**src/rtl/sevc_mem.sv**
```systemverilog
// ----------------------------------------------------------------------------
// Nucleotide store
// One write port and one registered read port.
// ----------------------------------------------------------------------------
module sevc_mem #(
	parameter int DEPTH = 1024,
	parameter int WIDTH = 2
) (
	input  logic                     clk,
	input  logic                     we,
	input  logic [$clog2(DEPTH)-1:0] waddr,
	input  logic [WIDTH-1:0]         wdata,
	input  logic [$clog2(DEPTH)-1:0] raddr,
	output logic [WIDTH-1:0]         rdata
);

	logic [WIDTH-1:0] mem [DEPTH];

	always_ff @(posedge clk) begin
		if (we) begin
			mem[waddr] <= wdata;
		end
	end

	always_ff @(posedge clk) begin
		rdata <= mem[raddr];
	end

endmodule

```
**config.mk**
```make
export PLATFORM = sky130hd
export DESIGN_NAME = sevc_mem
export DESIGN_NICKNAME = d
export VERILOG_FILES = /design/src/rtl/sevc_mem.sv
export SDC_FILE = /design/constraint.sdc
export NUM_CORES = 2
export LEC_CHECK = 0
export BUFFER_PORTS_ARGS = -buffer_cell sky130_fd_sc_hd__buf_2
export CORE_MARGIN = 10
export CORE_UTILIZATION = 25
export DETAILED_ROUTE_END_ITERATION = 8
export PLACE_DENSITY_LB_ADDON = 0.25
export SLEW_MARGIN = 25
export SYNTH_ARGS = -nofsm -noshare
export SYNTH_HDL_FRONTEND = slang
export SYNTH_SLANG_ARGS = --single-unit
```
**constraint.sdc**
```tcl
create_clock -name clk -period 6.3 [get_ports clk]
set_input_delay 0.63 -clock clk [delete_from_list [all_inputs] [get_ports clk]]
set_output_delay 0.63 -clock clk [all_outputs]
set_load 0.1 [all_outputs]
```
Word-level counts from Yosys, hierarchy flattened --
Memories as Yosys holds them, arrays and structs flattened. A register that Yosys moved wholly into a read port is not among the register bits. Cells that the tools add are included.
Storage, ports and cells: bits in registers 0, bits in writable memories 2048, input port bits 24, output and inout port bits 2, word-level logic and storage cells 3, memories kept 1
Memory list:
- mem | words 1024, bits a word 2, rd ports 1, clocked after Yosys merged registers in 1, wr ports 1, line 17 | logic [WIDTH-1:0] mem [DEPTH];
Cells by class: muxes and demuxes 2
Operator list (count):
- 1-bit two-way mux | 2

Logic depth before layout (Yosys ltp) --
word-level depth 2, mapped depth 15, depth with buffers taken out 8

Least setup slack after synthesis --
OpenSTA, ideal clock, no wires.
kind input to register, start point input port raddr[0], end point register rdata[1] (read register of mem), setup time 0.140 ns, data arrival time 2.852 ns, data required time 6.160 ns, setup slack 3.308 ns, cell stages on the path 12, path buffers 5, cell sequence buf_6 > buf_12 > buf_8 > buf_6 > buf_6 > mux4_2 > a221oi_1 > o21ai_0 > nor3_1 > o31ai_1 > o31ai_1 > nand4_1
RTL lines:
- start: declaration | line 13 | input logic [$clog2(DEPTH)-1:0] raddr,
- end: declaration | line 14 | output logic [WIDTH-1:0] rdata

==> flow_metrics.py <==
metrics = {
    "critical_path": {
        "crit_fanout": 74,
        "arrival_ns": 4.76,
        "end_kind": "register",
        "worstSetupPathType": "in2reg",
        "cp.required_ns": 7.09,
        "rr_worst_depth": 7,
        "startpoint_type": "input port",
    },
    "yosys": {
        "yosysMostFrequentCell": "edfxtp_1",
        "seq_area_frac_synth_pct": 73.5,
        "synth_top_cell_by_area": "edfxtp_1",
        "ys.warnings.count": 0,
        "async_flop_share_pct": 0,
        "syn_avg_cell_area_um2": 17.5,
        "synth_area_mm2": 0.0838,
        "synth-seq-cells": 2050,
        "yosys-top-cells-count": "edfxtp_1 (2048), nor2_1 (1054), mux4_2 (449)",
        "synth_edf_count": 2048,
        "synthCells": 4793,
        "ys_top_cells_by_area": "edfxtp_1 (73%), mux4_2 (12%), nor2_1 (4.7%)",
        "synth_top_area_share_pct": 73.4,
        "syn-num-nets": 4817,
        "synth_ff_type": "edfxtp_1",
        "ys_types": 66,
    },
    "timing": {
        "slew_violations": 0,
        "min_period_ns": 3.97,
        "fin_crit_sh_pct": 63.0,
        "fin_skew_ns": 0.0382,
        "clock.fmax_mhz": 252,
        "rsz0062_at_grt": "no",
        "finalSetupViolations": 0,
        "max_slew.worst_pin.slew_ns": 1.12,
        "relSlewSlack_pct": 25.5,
        "tns_ns": 0,
        "hold_viol": 0,
    },
    "clock_tree": {
        "cts_resized": 0,
        "cts_sinks": 2050,
        "cts_buffers": 218,
        "clk_pin_slew_ns": 0.06,
        "clk_latency_ns": 0.87,
        "clockBufferDepth": 3,
        "clock_tree.root_cell": "clkbuf_16",
        "ctsHoldBuffers": 0,
        "post_cts_buffers": 0,
        "cts_tree": "yes",
        "cts_max_level": 4,
    },
    "final_layout": {
        "layout-drive-gt1-share_pct": 20.5,
        "final_core_utilization_pct": 28.9,
        "area_delta_synth_final_pct": 15.3,
        "n_fill_cell": 32969,
        "finalNonFillerCells": 9382,
        "final_nets": 4825,
        "regArea_mm2": 0.0615,
        "multi_input_area_mm2": 0.0206,
    },
    "status": {
        "status": "completed",
    },
    "placed_design": {
        "gp_congestion": 0.774,
        "dp_hpwl_um": 147000,
        "io_buffers": 25,
        "place_inst": 8968,
    },
    "detailed_routing": {
        "ant_nets": 0,
        "vias": 45211,
        "first_iter_violations": 4856,
        "drtPass1Iterations": 5,
        "detail_route.wirelength_um": 261000,
        "vias_per_cell": 4.82,
        "drc": 0,
        "wl_per_cell_um": 27.8,
    },
    "grt": {
        "grt_pass1_wl_um": 365000,
        "grt_usage_pct": 14.1,
        "grt_max_degree": 196,
        "grt_remaining_overflow": 0,
        "first_global_vias": 46676,
        "antenna_found_initial": 16,
    },
    "power": {
        "power_leakage_nw": 28.6,
        "powerDensity_mw_per_mm2": 306,
        "peakVddDrop_v": 0.000301,
    },
    "floorplanning": {
        "initial_utilization_pct": 25.1,
        "io_pins": 26,
        "std_cell_rows": 212,
        "die-area_mm2": 0.359,
        "die_w_um": 599,
        "chipHeight_um": 599,
        "coreArea_mm2": 0.334,
    },
    "worst_hold_path": {
        "hp-class": "in2reg",
        "hold_depth": 1,
    },
    "run": {
        "max-cap-violations": 0,
    },
}
## final timing paths
check                            startpoint           to  slack, ns
worst max-delay path               raddr[1]     rdata[0]       2.33
worst min-delay path               wdata[1]  mem[155][1]       0.28
worst max register to register  mem[538][1]     rdata[1]       3.17
worst min register to register  mem[426][1]     rdata[1]       1.20
## flip-flops by register name, indices dropped and copies added, names as in the netlist
signal / count
mem: 2048
rdata: 2
## layout by cell type (no fill, tap or decap), types with 12 or more instances in the layout
cell       Yosys  routed
edfxtp_1    2048    2048
nor2_1      1054    1049
mux4_2       449     449
clkbuf_16      0     224
mux2i_1      205     205
buf_4         28     133
nand2_1       96      85
o221ai_1      82      82
a21oi_1       70      70
clkinv_1       1      56
clkinv_2       0      51
o22ai_1       45      45
a22oi_1       45      45
nor3_1        45      42
clkbuf_1     239      37
o21ai_0       36      36
buf_12         2      27
nand3_4        0      24
bufinv_16      0      24
buf_2         26      18
nand3_1       39      15
a22o_1        13      13
a221oi_1      13      13
nand4_1       13      13
a211oi_1      13      12
## layout make-up
type	instances	area share [%]
tap	4387	5.68
timing repair buffer	184	1.77
clock buffer	266	6.02
inverter	6	0.0285
sequential	2050	63.7
antenna	4	0.0104
multi-input combinational	2341	21.3
clock inverter	144	1.45
## per-layer routing
metal	routed length [um]	vias to the layer above	global-route usage, %
met4	5350	2	2.96
met1	113000	24387	19.5
met3	16000	299	2.39
met5	17	-	0
li1	-	18995	-
met2	127000	1528	23.5
## through the flow
step	power [mW]	area, um^2	setup slack, ns	hold WS, ns
finish	29.5	96600	2.33	0.275
global route	30.4	96600	2.30	0.282
CTS	29.8	96600	2.49	0.250
detailed placement	16.8	89400	1.57	1.18
global placement	16.8	89300	1.60	1.17
floorplan	16.1	83800	3.31	0.729
## cell families (layout without fill, tap and decap cells)
logic type	Yosys count	count (layout)	share of synthesized area [%]
AO/OA/AOI/OAI	353	353	2.98
buffers and inverters	402	600	2.49
flip-flops	2050	2050	73.5
multiplexers	664	664	14.7
other	0	4	0
AND/OR/NAND/NOR	1324	1324	6.40
## critical path, stage by stage
cell and delay [ns]:
buf_8 0.43, nand2_4 0.37, buf_12 0.30, o221ai_1 0.39, o22ai_1 0.14, o21ai_0 0.66
o21ai_0 0.59, nor4_1 0.59, o22ai_1 0.17, nand4_1 0.13
## power breakdown
group | switching, mW | internal (mW) | total [mW] | leakage (nW)
Combinational | 1.03 | 0.475 | 1.50 | 6.66
Sequential | 0.0121 | 15.0 | 15.0 | 18.4
Clock | 5.46 | 7.53 | 13.0 | 3.56
Total | 6.51 | 23.0 | 29.5 | 28.6
No activity file was read; power rests on OpenSTA's default activity.
