<file path="config.mk">
export PLATFORM = sky130hd
export DESIGN_NAME = sevc_walk
export DESIGN_NICKNAME = d
export VERILOG_FILES = /design/src/rtl/sevc_pkg.sv /design/src/rtl/sevc_walk.sv
export SDC_FILE = /design/constraint.sdc
export NUM_CORES = 1
export LEC_CHECK = 0
export ABC_AREA = 1
export BUFFER_PORTS_ARGS = -buffer_cell sky130_fd_sc_hd__buf_2
export CAP_MARGIN = 0
export CORE_AREA = 3 3 87 89
export CTS_CLUSTER_DIAMETER = 30
export DETAILED_ROUTE_END_ITERATION = 7
export DIE_AREA = 0 0 90 92
export PLACE_DENSITY = 0.86
export SLEW_MARGIN = 25
export SYNTH_ARGS = -nofsm -noshare
export SYNTH_HDL_FRONTEND = slang
export SYNTH_SLANG_ARGS = --single-unit
</file>
<file path="constraint.sdc">
create_clock -name clk -period 7 [get_ports clk]
set_input_delay 1.4 -clock clk [delete_from_list [all_inputs] [get_ports clk]]
set_output_delay 1.4 -clock clk [all_outputs]
set_load 0.02 [all_outputs]
</file>
<file path="src/rtl/sevc_pkg.sv">
// ----------------------------------------------------------------------------
// Single-edit variant checker package
// Field codes and the command and result types shared by the modules.
// ----------------------------------------------------------------------------
package sevc_pkg;

	localparam logic [1:0] MODE_SEED  = 2'd0;
	localparam logic [1:0] MODE_AMP   = 2'd1;
	localparam logic [1:0] MODE_CHECK = 2'd2;

	localparam logic [1:0] KIND_SUB = 2'd0;
	localparam logic [1:0] KIND_DEL = 2'd1;
	localparam logic [1:0] KIND_INS = 2'd2;

	localparam int IDX_W  = 10;
	localparam int POS_W  = 11;
	localparam int BASE_W = 2;

	typedef struct packed {
		logic [1:0]        variant_kind;
		logic [POS_W-1:0]  edit_position;
		logic [BASE_W-1:0] new_base;
		logic [POS_W-1:0]  seed_length;
		logic [POS_W-1:0]  amp_length;
	} chk_cmd_t;

	typedef struct packed {
		logic is_equal;
		logic bad_position;
	} chk_res_t;

endpackage

</file>
<file path="src/rtl/sevc_walk.sv">
// ----------------------------------------------------------------------------
// Edit walk sequencer
// Screens a check command, then walks the amplicon one position per cycle,
// comparing each base with the edited seed through one shared comparator.
// ----------------------------------------------------------------------------
module sevc_walk #(
	parameter int MAX_LEN = 1024
) (
	input  logic                       clk,
	input  logic                       arst_n,
	input  logic                       start,
	input  sevc_pkg::chk_cmd_t         cmd,
	output logic                       idle,
	output logic [$clog2(MAX_LEN)-1:0] seed_raddr,
	output logic [$clog2(MAX_LEN)-1:0] amp_raddr,
	input  logic [1:0]                 seed_rdata,
	input  logic [1:0]                 amp_rdata,
	output logic                       res_valid,
	input  logic                       res_take,
	output sevc_pkg::chk_res_t         res
);

	import sevc_pkg::*;

	localparam int AW = $clog2(MAX_LEN);

	typedef enum logic [3:0] {
		ST_IDLE  = 4'b0001,
		ST_WALK  = 4'b0010,
		ST_FLUSH = 4'b0100,
		ST_DONE  = 4'b1000
	} state_t;

	state_t             state_q;
	logic [1:0]         kind_q;
	logic [POS_W-1:0]   pos_q;
	logic [BASE_W-1:0]  base_q;
	logic [POS_W-1:0]   alen_q;
	logic [POS_W-1:0]   i_q;
	logic               eq_q;
	logic               bad_q;
	logic               p_s1;
	logic               use_base_s1;

	logic               bad;
	logic               kind_ok;
	logic [POS_W:0]     want_len;
	logic               fits;
	logic               ok;
	logic [POS_W:0]     slen_x;
	logic [POS_W:0]     i_x;
	logic [POS_W:0]     seed_idx;
	logic               use_base;
	logic [BASE_W-1:0]  want_base;

	assign slen_x = {1'b0, cmd.seed_length};

	always_comb begin
		bad      = 1'b0;
		kind_ok  = 1'b1;
		want_len = slen_x;
		case (cmd.variant_kind)
			KIND_SUB: begin
				bad      = cmd.edit_position >= cmd.seed_length;
				want_len = slen_x;
			end
			KIND_DEL: begin
				bad      = cmd.edit_position >= cmd.seed_length;
				want_len = slen_x - 12'd1;
			end
			KIND_INS: begin
				bad      = cmd.edit_position > cmd.seed_length;
				want_len = slen_x + 12'd1;
			end
			default: begin
				kind_ok = 1'b0;
			end
		endcase
	end

	assign fits = (32'(cmd.seed_length) <= 32'(MAX_LEN)) &&
		(32'(cmd.amp_length) <= 32'(MAX_LEN));
	assign ok = kind_ok && !bad && ({1'b0, cmd.amp_length} == want_len) && fits;

	assign i_x = {1'b0, i_q};

	always_comb begin
		seed_idx = i_x;
		use_base = 1'b0;
		if (i_q >= pos_q) begin
			case (kind_q)
				KIND_SUB: begin
					use_base = (i_q == pos_q);
				end
				KIND_DEL: begin
					seed_idx = i_x + 12'd1;
				end
				KIND_INS: begin
					use_base = (i_q == pos_q);
					seed_idx = i_x - 12'd1;
				end
				default: begin
					seed_idx = i_x;
				end
			endcase
		end
	end

	assign seed_raddr = AW'(seed_idx);
	assign amp_raddr  = AW'(i_q);

	assign want_base = use_base_s1 ? base_q : seed_rdata;

	always_ff @(posedge clk or negedge arst_n) begin
		if (!arst_n) begin
			state_q     <= ST_IDLE;
			p_s1        <= 1'b0;
			use_base_s1 <= 1'b0;
			eq_q        <= 1'b0;
			bad_q       <= 1'b0;
			i_q         <= '0;
		end else begin
			p_s1        <= (state_q == ST_WALK);
			use_base_s1 <= use_base;
			case (state_q)
				ST_IDLE: begin
					if (start) begin
						bad_q <= bad;
						i_q   <= '0;
						if (ok && (cmd.amp_length != '0)) begin
							eq_q    <= 1'b1;
							state_q <= ST_WALK;
						end else begin
							eq_q    <= ok;
							state_q <= ST_DONE;
						end
					end
				end
				ST_WALK: begin
					i_q <= i_q + 11'd1;
					if (i_q == 11'(alen_q - 11'd1)) begin
						state_q <= ST_FLUSH;
					end
				end
				ST_FLUSH: begin
					state_q <= ST_DONE;
				end
				ST_DONE: begin
					if (res_take) begin
						state_q <= ST_IDLE;
					end
				end
				default: begin
					state_q <= ST_IDLE;
				end
			endcase
			if (p_s1 && (amp_rdata != want_base)) begin
				eq_q <= 1'b0;
			end
		end
	end

	always_ff @(posedge clk) begin
		if (start && (state_q == ST_IDLE)) begin
			kind_q <= cmd.variant_kind;
			pos_q  <= cmd.edit_position;
			base_q <= cmd.new_base;
			alen_q <= cmd.amp_length;
		end
	end

	assign idle             = (state_q == ST_IDLE);
	assign res_valid        = (state_q == ST_DONE);
	assign res.is_equal     = eq_q;
	assign res.bad_position = bad_q;

endmodule

</file>
======== After elaboration in Yosys (flattened, before gate mapping) ========
Index checks and enable logic that the tools add are counted.
operators by class
  $add $sub $neg .......................... 6
  magnitude comparators ................... 5
  equal/unequal tests ..................... 15
  mux-type cells .......................... 19
  reductions and logical operators ........ 21
operator list
  operator               count
  $pmux 12 s2            1
  $eq 11x11->1           2
  $ge 11x11->1           2
  $le 11x11->1 const B   2
  $pmux 11 s2            1
  $pmux 10 s2            1
  $mux 4                 4
  $pmux 4 s4             1
  $add 11x1->12 const B  1
  $eq 11x12->1           1
  $sub 11x1->12 const B  1
  $add 11x1->11 const B  1
  $gt 11x11->1           1
  $mux 11                1
  $reduce_bool 11->1     1
  $sub 11x1->11 const B  1
  $add 10x1->10 const B  1
  $mux 10                1
  $sub 10x1->10 const B  1
  $logic_and 1x1->1      7
  $mux 1                 7
  $reduce_and 2->1       3
  $reduce_bool 2->1      3
  $eq 2x1->1 const B     2
  other kinds (15)       19
word-level totals
  register bits ........................... 45
  input bits .............................. 45
  output and inout bits ................... 24
  logic and storage cells ................. 76

======== Logic depth before layout (Yosys ltp) ========
Gate-level depths: netlist of the first run.
  depth in word-level cells ............... 12
  gate-level depth with buffers ........... 20
  depth with buffers taken out ............ 20

======== Least setup slack after synthesis of the first run ========
OpenSTA, ideal clock, no wires.
  path type ............................... register to output
  from .................................... reg kind_q[0]
  to ...................................... out seed_raddr[8]
  data arrival time ....................... 2516 ps
  required time ........................... 5600 ps
  path slack .............................. 3084 ps
  cell stages (with the launch flop) ...... 15
  buffers on the path ..................... 0
  cell sequence ........................... edfxtp_1 -> inv_1 -> ha_1 -> inv_1 -> fa_1 -> o21bai_1 -> nand2_1 -> nand2_1 -> nand2_1 -> nand2_1 -> a21oi_1 -> o21ai_0 -> a21oi_1 -> xor2_1 -> o21ai_0
between the ends
  cells in the longest elaborated chain, start to end .. 3
  elaborated cells between the ends (all ways) .. 4
  classes of those cells .................. 2 x eq/ne; 2 x mux
RTL lines
  item                                             line              RTL
  from (decl)                                      sevc_walk.sv:35   logic [1:0] kind_q;
  from (signal assigned)                           sevc_walk.sv:165  kind_q <= cmd.variant_kind;
  $eq 2x2->1 / $eq 2x1->1 (equally long branches)  sevc_walk.sv:91   case (kind_q)
  $pmux 10 s2 *                                    sevc_walk.sv:91
  $mux 10 *                                        sevc_walk.sv:90   if (i_q >= pos_q) begin
  to (decl)                                        sevc_walk.sv:14   output logic [$clog2(MAX_LEN)-1:0] seed_raddr,
Mark *: on every way between the ends. The rest lies on a longest branch, timed or not.

======== Final worst setup path of the first run ========
Ends and elaborated chain as after synthesis.

==> impl_metrics.env, run 1 <==
export IMPL_drive_above_1_share_pct=14.8
export IMPL_ctsHoldBuffers=0
export IMPL_synth_warnings=0
export IMPL_postRouteAntennaNets=0
export IMPL_syn_inst=588
export IMPL_grt_pass1_vias=3972
export IMPL_async_flop_share_pct=42.2
export IMPL_coreArea_sq_um=6830
export IMPL_cts_sinks=45
export IMPL_timing_final_crit_share_pct=62.4
export IMPL_worst_skew_pair_late_latency_ns=0.30
export IMPL_start_kind="register"
export IMPL_rsz0062_at_grt="no"
export IMPL_vias_per_cell=5.41
export IMPL_relSlewSlack_pct=37.5
export IMPL_netlist_area_leader_share_pct=18.1
export IMPL_syn_avg_cell_area_sq_um=7.32
export IMPL_r2r_slack_ns=4.45
export IMPL_post_cts_repair_setup_buffers=0
export IMPL_status="finished, final reports clean"
export IMPL_synth_nets=683
export IMPL_switchingPower_mw=0.312
export IMPL_synth_cell_types=44
export IMPL_antenna_diode_count=0
export IMPL_highest_layer="met4"
export IMPL_cts_tree="done"
export IMPL_power_density_nw_per_um2=174
export IMPL_wl_per_cell_um=13.1
export IMPL_finalCriticalPeriod_ns=4.37
export IMPL_p_seq_share_pct=43.1
export IMPL_maxSlewViolCount=0
export IMPL_path_class="reg2out"
export IMPL_max_freq_ghz=0.229
export IMPL_cp_end_kind="output port"
export IMPL_hpwlAfterDp_um=8060
export IMPL_holdWs_ns=0.517
export IMPL_finalSetupTns_ns=0
export IMPL_power_share_clock_pct=19.0
export IMPL_utilization_pct=69.4
export IMPL_cts_buffers=5
export IMPL_drtPass1Iterations=5
export IMPL_boundaryPins=69
export IMPL_finClkSkew_ns=0.00509
export IMPL_synth_area_sq_um=4310
export IMPL_grt_remaining_overflow=0
export IMPL_io_buffers=68
export IMPL_die_w_um=90
export IMPL_synthTopCellsByCount="nand2_1, inv_1, nand3_1"
export IMPL_antenna_found_initial=0
export IMPL_dieArea_sq_um=8280
export IMPL_grt_usage_pct=24.5
export IMPL_hp_class="reg2reg"
export IMPL_place_gp_congestion=0.958
export IMPL_synthFlopType="edfxtp_1"
export IMPL_worstMarginPinSlew_ns=0.936
export IMPL_path_max_fanout=12
export IMPL_maxCapViolCount=0
export IMPL_htree_levels=2
export IMPL_die_h_um=92
export IMPL_p_leak_nw=2.48
export IMPL_drc_errors=0
export IMPL_cts_root_buf="clkbuf_8"
export IMPL_path_clk_slew_ns=0.08
export IMPL_arrival_ns=2.97
export IMPL_p_int_mw=0.512
export IMPL_start_util_pct=63.0
export IMPL_synth_edf_count=26
export IMPL_grt_max_degree=29
export IMPL_cts_resized=0
export IMPL_dr_wl_met2_um=4850
export IMPL_switching_share_pct=37.9
export IMPL_drt_iter0_drc=169
export IMPL_dr_wl_met3_um=491
export IMPL_ys_ff_latch=45
export IMPL_drt_wl_total_um=9800
export IMPL_yosysMostFrequentCell="nand2_1"
export IMPL_synth_seq_area_share_pct=29.2
export IMPL_max_clock_path_buffers=2
export IMPL_combPwrFrac_pct=37.9
export IMPL_wl_met1_um=3900
export IMPL_fp_row_count=30
export IMPL_synthTopCellsByArea="edfxtp_1, ha_1, nand2_1, dfrtp_1, inv_1"
export IMPL_hold_viol_final=0
export IMPL_area_growth_syn_to_layout_pct=10.1
export IMPL_setup_viol=0
export IMPL_grt_pass1_wl_um=16800
export IMPL_cp_required_ns=5.60
export IMPL_synth_area_leader_cell="edfxtp_1"
export IMPL_fin_nets=743
export IMPL_ir_worst_vdd_v=0.0000974
export IMPL_num_vias=4028
-- state kept, by name, indices dropped and copies added, names as in the netlist --
name and cells:
pos_q 11, kind_q 2, use_base_s1 1, bad_q 1, state_q 4, alen_q 11
base_q 2, i_q 11, p_s1 1, eq_q 1
-- metrics by stage --
stage	setup WS, ns	cell area [sq um]	instances	total power [mW]
after floorplan	3.08	4310	588	0.593
final	2.63	4740	745	0.824
after CTS	2.62	4740	745	0.824
after detailed placement	2.94	4660	737	0.670
after global placement	3.04	4660	737	0.653
after global routing	2.29	4740	745	0.885
-- kinds of logic (layout without fill, tap and decap cells) --
kind of cell,Yosys count,after routing,share of synthesized area [%]
AND/OR/NAND/NOR,280,280,29.6
XOR/XNOR,28,28,5.70
adder cells (fa/ha/maj),50,50,14.9
flip-flops,45,45,29.2
buffers and inverters,109,170,10.8
multiplexers,3,3,0.697
AO/OA/AOI/OAI,73,73,9.18
-- path summary, 6_finish.rpt --
check | start | endpoint | cells after the start
max in group asynchronous | arst_n | state_q[0]$_DFFE_PN1P_ | 1
min in group asynchronous | arst_n | i_q[5]$_DFFE_PN0P_ | 1
hold / removal | bad_q$_DFFE_PN0P_ | bad_q$_DFFE_PN0P_ | 2
hold reg to reg | bad_q$_DFFE_PN0P_ | bad_q$_DFFE_PN0P_ | 2
setup / recovery | kind_q[0]$_DFFE_PP_ | seed_raddr[8] | 15
setup reg to reg | state_q[0]$_DFFE_PN1P_ | eq_q$_DFFE_PN0P_ | 6
-- worst max-delay path, cell delays in order (launching register included) --
cell and delay (ns):
edfxtp_1 0.36, inv_1 0.08, ha_1 0.43, inv_1 0.11, fa_1 0.42, o21bai_1 0.19, nand2_1 0.09, nand2_1 0.06
nand2_1 0.06, nand2_1 0.06, a21oi_1 0.08, o21ai_0 0.15, a21oi_1 0.10, xor2_1 0.14, o21ai_0 0.15, buf_2 0.19
-- layout by cell type, fill, tap and decap left out, types with 2 or more instances in the layout --
master and count:
o21ai_1 6, nand2_1 140, xnor2_1 8, a21o_1 2
nand3b_1 2, nor3_1 4, clkbuf_8 5, fa_1 2
inv_2 2, o21ai_0 22, nand2_2 3, dfrtp_1 18
o22ai_1 4, nor2_4 2, nand3_2 2, or2_1 3
or2_4 2, buf_2 68, ha_1 48, o31ai_1 2
xor2_1 20, a21oi_1 32, edfxtp_1 26, mux2i_1 3
clkbuf_1 2, nor2_2 3, inv_1 92, nand4_1 6
nand3_1 53, nor2_1 52, nor3_2 2
-- power by group through the flow --
stage	registers [mW]	clock network (mW)	logic (mW)
2_1_floorplan	0.355	0	0.239
4_1_cts	0.355	0.157	0.312
3_5_place_dp	0.360	0	0.309
3_3_place_gp	0.357	0	0.296
6_report	0.355	0.157	0.312
5_1_grt	0.359	0.170	0.356
-- metal layers --
layer	track usage (%)	vias to the layer above
met3	3.53	41
met5	0	-
met4	15.1	0
li1	-	2029
met1	27.1	1812
met2	44.2	146
-- layout make-up --
| class | instances | area (sq um) |
|---|---|---|
| clock inverters | 1 | 7.51 |
| well taps | 96 | 120 |
| multi-input cells | 434 | 2580 |
| flip-flops and latches | 45 | 1260 |
| clock buffers | 7 | 76.3 |
| inverters | 94 | 353 |
| fillers | 597 | 2090 |
| repair buffers | 68 | 340 |
No activity file was read; power rests on OpenSTA's default activity.
==> run 2, diff against run 1 <==
Settings changed: CORE_AREA 3 3 87 89 to 3 3 91 93, DIE_AREA 0 0 90 92 to 0 0 94 96, PLACE_DENSITY 0.86 to 0.79.
Clock period 7 ns to 4.5 ns, I/O delays scaled along.
==> impl_metrics.env, run 2 (synthesized netlist as in run 1, its figures left out) <==
export IMPL_status="finished, final reports clean"
export IMPL_place_gp_congestion=0.992
export IMPL_path_clk_slew_ns=0.08
export IMPL_drtPass1Iterations=5
export IMPL_max_clock_path_buffers=2
export IMPL_postRouteAntennaNets=0
export IMPL_wl_per_cell_um=13.1
export IMPL_top_regs="alen_q: 11 flops, i_q: 11 flops, pos_q: 11 flops"
export IMPL_hold_viol_final=0
export IMPL_start_util_pct=56.6
export IMPL_num_vias=3946
export IMPL_hp_class="reg2reg"
export IMPL_dp_cells=743
export IMPL_relSlewSlack_pct=34.9
export IMPL_die_w_um=94
export IMPL_fin_cells=751
export IMPL_drt_wl_total_um=9820
export IMPL_maxSlewViolCount=0
export IMPL_vias_per_cell=5.25
export IMPL_finClkSkew_ns=0.00247
export IMPL_htree_levels=2
export IMPL_global_route_peak_usage_layer="met2"
export IMPL_drt_iter0_drc=124
export IMPL_drive_above_1_share_pct=14.9
export IMPL_fp_row_count=32
export IMPL_p_leak_nw=2.49
export IMPL_grt_usage_pct=22.9
export IMPL_antenna_found_initial=0
export IMPL_arrival_ns=3.11
export IMPL_use_met2_pct=42.0
export IMPL_io_buffers=68
export IMPL_cts_tree="done"
export IMPL_coreArea_sq_um=7610
export IMPL_grt_pass1_vias=3766
export IMPL_post_cts_repair_setup_buffers=0
export IMPL_antenna_diode_count=0
export IMPL_finalSetupTns_ns=0
export IMPL_finalCriticalPeriod_ns=4.01
export IMPL_fin_nets=743
export IMPL_boundaryPins=69
export IMPL_cp_end_kind="output port"
export IMPL_met3_usage_pct=2.50
export IMPL_area_growth_syn_to_layout_pct=10.5
export IMPL_layout_cells_most_common="nand2_1"
export IMPL_max_freq_ghz=0.249
export IMPL_hpwlAfterDp_um=8110
export IMPL_worstMarginPinSlew_ns=0.976
export IMPL_grt_pass1_wl_um=16600
export IMPL_grtUsageMet1_pct=27.2
export IMPL_ctsHoldBuffers=0
export IMPL_cts_sinks=45
export IMPL_most_common_layout_cells="nand2_1, inv_1, buf_2"
export IMPL_start_kind="register"
export IMPL_grt_remaining_overflow=0
export IMPL_maxCapViolCount=0
export IMPL_grt_max_degree=29
export IMPL_dieArea_sq_um=9020
export IMPL_cts_buffers=5
export IMPL_rsz0062_at_grt="no"
export IMPL_path_class="reg2out"
export IMPL_die_h_um=96
export IMPL_cts_resized=0
export IMPL_drc_errors=0
export IMPL_worst_skew_pair_late_latency_ns=0.30
export IMPL_ir_worst_vdd_v=0.000148
export IMPL_power_density_nw_per_um2=274
export IMPL_cts_root_buf="clkbuf_8"
export IMPL_setup_viol=0
export IMPL_timing_final_crit_share_pct=89.2
export IMPL_cp_required_ns=3.60
export IMPL_path_max_fanout=12
## run 2: cell count changes in the layout (fill, tap and decap cells not counted)
cell / before / now
clkinv_1: 0 / 1
inv_6: 0 / 1
clkbuf_1: 2 / 0
clkbuf_8: 5 / 6
clkinvlp_4: 1 / 0
## run 2: layer usage
metal / share of wire, % / vias up
met5: 0 / -
met4: 3.5 / 0
met3: 4.5 / 22
met2: 50 / 100
met1: 42 / 1792
li1: - / 2032
## run 2: worst max-delay path, stage by stage (launching register included)
cell and delay [ns]:
edfxtp_1 0.36, inv_1 0.08, ha_1 0.44, inv_1 0.11, fa_1 0.43, o21bai_1 0.20
nand2_1 0.09, nand2_1 0.07, nand2_1 0.06, nand2_1 0.06, a21oi_1 0.08, o21ai_0 0.22
a21oi_1 0.11, xor2_1 0.15, o21ai_0 0.15, buf_2 0.19
## run 2: worst paths after layout
path,end,cells past startpoint,slack (ns),startpoint
setup / recovery,seed_raddr[8],15,0.49,kind_q[0]$_DFFE_PP_
setup reg to reg,eq_q$_DFFE_PN0P_,6,1.93,state_q[0]$_DFFE_PN1P_
min in group asynchronous,bad_q$_DFFE_PN0P_,1,0.54,arst_n
hold / removal,bad_q$_DFFE_PN0P_,2,0.49,bad_q$_DFFE_PN0P_
hold reg to reg,bad_q$_DFFE_PN0P_,2,0.49,bad_q$_DFFE_PN0P_
max in group asynchronous,state_q[0]$_DFFE_PN1P_,1,3.62,arst_n
## run 2: report_power, final
part / leakage (nW) / internal, mW / switching (mW)
logic: 1.94 / 0.168 / 0.319
registers: 0.498 / 0.517 / 0.0344
clock network: 0.0492 / 0.125 / 0.139
total: 2.49 / 0.810 / 0.492
## run 2: through the flow
stage / utilization (%) / area (sq um) / worst slack (ns) / hold slack, ns / total power, mW
3_3_place_gp: 61.3 / 4660 / 1.04 / 0.496 / 1.02
2_1_floorplan: - / 4310 / 1.08 / 0.453 / 0.923
3_5_place_dp: 61.3 / 4660 / 0.852 / 0.485 / 1.04
4_1_cts: 62.5 / 4760 / 0.512 / 0.506 / 1.31
5_1_grt: 62.5 / 4760 / 0.215 / 0.551 / 1.40
6_report: 62.5 / 4760 / 0.486 / 0.494 / 1.30
## run 2: layout make-up
cell class | instances | area, sq um
Fill cell | 723 | 2850
Inverter | 94 | 353
Clock buffer | 6 | 82.6
Multi-Input combinational cell | 434 | 2580
Timing Repair Buffer | 68 | 340
Clock inverter | 2 | 12.5
Sequential cell | 45 | 1260
Tap cell | 102 | 128
==> run 3, diff against run 2 <==
==> constraint.sdc (replaced) <==
create_clock -name clk -period 4.5 [get_ports clk]
set_input_delay 0.225 -clock clk [delete_from_list [all_inputs] [get_ports clk]]
set_output_delay 0.225 -clock clk [all_outputs]
set_load 0.02 [all_outputs]
==> impl_metrics.env, run 3 (synthesized netlist as in run 1, its figures left out) <==
export IMPL_p_leak_nw=2.49
export IMPL_combPwrFrac_pct=37.4
export IMPL_max_freq_ghz=0.304
export IMPL_power_density_nw_per_um2=274
export IMPL_wl_per_cell_um=13.1
export IMPL_hold_start="cmd[22]"
export IMPL_global_route_peak_usage_layer="met2"
export IMPL_top_regs="alen_q: 11 flops, i_q: 11 flops, pos_q: 11 flops"
export IMPL_cts_tree="done"
export IMPL_power_share_clock_pct=20.3
export IMPL_antenna_found_initial=0
export IMPL_htree_levels=2
export IMPL_antenna_diode_count=0
export IMPL_path_clk_slew_ns=0.09
export IMPL_start_util_pct=56.6
export IMPL_max_clock_path_buffers=2
export IMPL_grt_usage_pct=22.7
export IMPL_whs_endpoint="base_q[0]$_DFFE_PP_"
export IMPL_grtUsageMet1_pct=26.5
export IMPL_status="finished, final reports clean"
export IMPL_switchingPower_mw=0.494
export IMPL_drive_above_1_share_pct=14.9
export IMPL_drtPass1Iterations=4
export IMPL_hpwlAfterDp_um=8100
export IMPL_grt_remaining_overflow=0
export IMPL_ir_worst_vdd_v=0.000133
export IMPL_path_class="reg2out"
export IMPL_path_max_fanout=12
export IMPL_maxSlewViolCount=0
export IMPL_area_growth_syn_to_layout_pct=10.8
export IMPL_io_buffers=68
export IMPL_p_seq_share_pct=42.3
export IMPL_cp_end_kind="output port"
export IMPL_cts_buffers=5
export IMPL_vias_per_cell=5.28
export IMPL_arrival_ns=3.06
export IMPL_layout_cells_most_common="nand2_1"
export IMPL_post_dp_cell_area_sq_um=4660
export IMPL_finalCriticalPeriod_ns=3.29
export IMPL_drc_errors=0
export IMPL_grt_pass1_wl_um=16400
export IMPL_drt_iter0_drc=145
export IMPL_hold_viol_final=0
export IMPL_finClkSkew_ns=0.00508
export IMPL_start_kind="register"
export IMPL_seq_area_sq_um=1260
export IMPL_finalSetupTns_ns=0
export IMPL_num_vias=3968
export IMPL_dieArea_sq_um=9020
export IMPL_fin_cells=752
export IMPL_most_common_layout_cells="nand2_1, inv_1, buf_2"
export IMPL_fin_nets=744
export IMPL_min_path_cells=1
export IMPL_drt_wl_total_um=9870
export IMPL_switching_share_pct=37.9
export IMPL_r2r_slack_ns=1.89
export IMPL_multiInputGateArea_sq_um=2580
export IMPL_timing_final_crit_share_pct=73.1
export IMPL_setup_viol=0
export IMPL_hp_class="in2reg"
export IMPL_cts_sinks=45
export IMPL_die_w_um=94
export IMPL_cp_required_ns=4.28
export IMPL_coreArea_sq_um=7610
export IMPL_boundaryPins=69
export IMPL_dp_cells=743
export IMPL_cts_root_buf="clkbuf_8"
export IMPL_total_power_mw=1.31
export IMPL_worst_skew_pair_late_latency_ns=0.30
export IMPL_postRouteAntennaNets=0
export IMPL_p_int_mw=0.811
export IMPL_fillers=712
export IMPL_rsz0062_at_grt="no"
export IMPL_utilization_pct=62.7
export IMPL_relSlewSlack_pct=35.5
export IMPL_grt_max_degree=29
export IMPL_worstMarginPinSlew_ns=0.966
export IMPL_final_area_sq_um=4770
export IMPL_r2r_end="eq_q$_DFFE_PN0P_"
export IMPL_fp_row_count=32
export IMPL_die_h_um=96
export IMPL_maxCapViolCount=0
export IMPL_place_gp_congestion=0.993
export IMPL_timing_rr_start="state_q[0]$_DFFE_PN1P_"
export IMPL_met3_usage_pct=2.35
export IMPL_grt_pass1_vias=3708
export IMPL_reg2regPathDepth=6
export IMPL_use_met2_pct=42.3
[run 3: how the worst max path moves through the flow]
stage,start,endpoint,cells past startpoint
6_report,kind_q[0]$_DFFE_PP_,seed_raddr[8],15
5_1_grt,kind_q[0]$_DFFE_PP_,seed_raddr[8],15
4_1_cts,kind_q[0]$_DFFE_PP_,seed_raddr[8],15
3_5_place_dp,kind_q[0]$_DFFE_PP_,seed_raddr[8],15
3_3_place_gp,kind_q[0]$_DFFE_PP_,seed_raddr[8],15
2_1_floorplan,kind_q[0]$_DFFE_PP_,seed_raddr[8],14
[run 3: metrics by stage]
stage | setup WS, ns | hold slack, ns
floorplan | 1.76 | -0.0706
global placement | 1.72 | 0.199
detailed placement | 1.56 | 0.208
CTS | 1.23 | 0.0910
global route | 0.908 | 0.0854
finish | 1.21 | 0.0967
[run 3: final cells by class]
class | instances | area share, %
Clock buffer | 6 | 1.73
Tap cell | 102 | 2.68
Multi-Input combinational cell | 434 | 54.2
Timing Repair Buffer | 69 | 7.35
Clock inverter | 2 | 0.262
Inverter | 94 | 7.40
Sequential cell | 45 | 26.4
[run 3: power by group through the flow]
stage	clock network (mW)	registers, mW	logic [mW]
4_1_cts	0.269	0.553	0.486
6_report	0.265	0.552	0.489
2_1_floorplan	0	0.551	0.371
3_5_place_dp	0	0.561	0.482
5_1_grt	0.290	0.560	0.551
3_3_place_gp	0	0.557	0.463
[run 3: per-layer routing]
metal	routed length, um	part of all wire [%]
met1	4160	42
met2	4970	50
met3	437	4.4
met4	300	3.0
met5	0	0
[run 3: worst max-delay path: stages, from the launching register on]
cell and delay [ns]:
edfxtp_1 0.37, inv_1 0.08, ha_1 0.44, inv_1 0.11, fa_1 0.43, o21bai_1 0.19
nand2_1 0.09, nand2_1 0.07, nand2_1 0.06, nand2_1 0.06, a21oi_1 0.08, o21ai_0 0.22
a21oi_1 0.11, xor2_1 0.14, o21ai_0 0.12, buf_2 0.19
[run 3: what timing repair did]
action,4_1_cts,5_1_grt
setup buffers,0,0
hold buffers,1,0
gates resized for setup,0,0
endpoints found under the hold margin,18,0
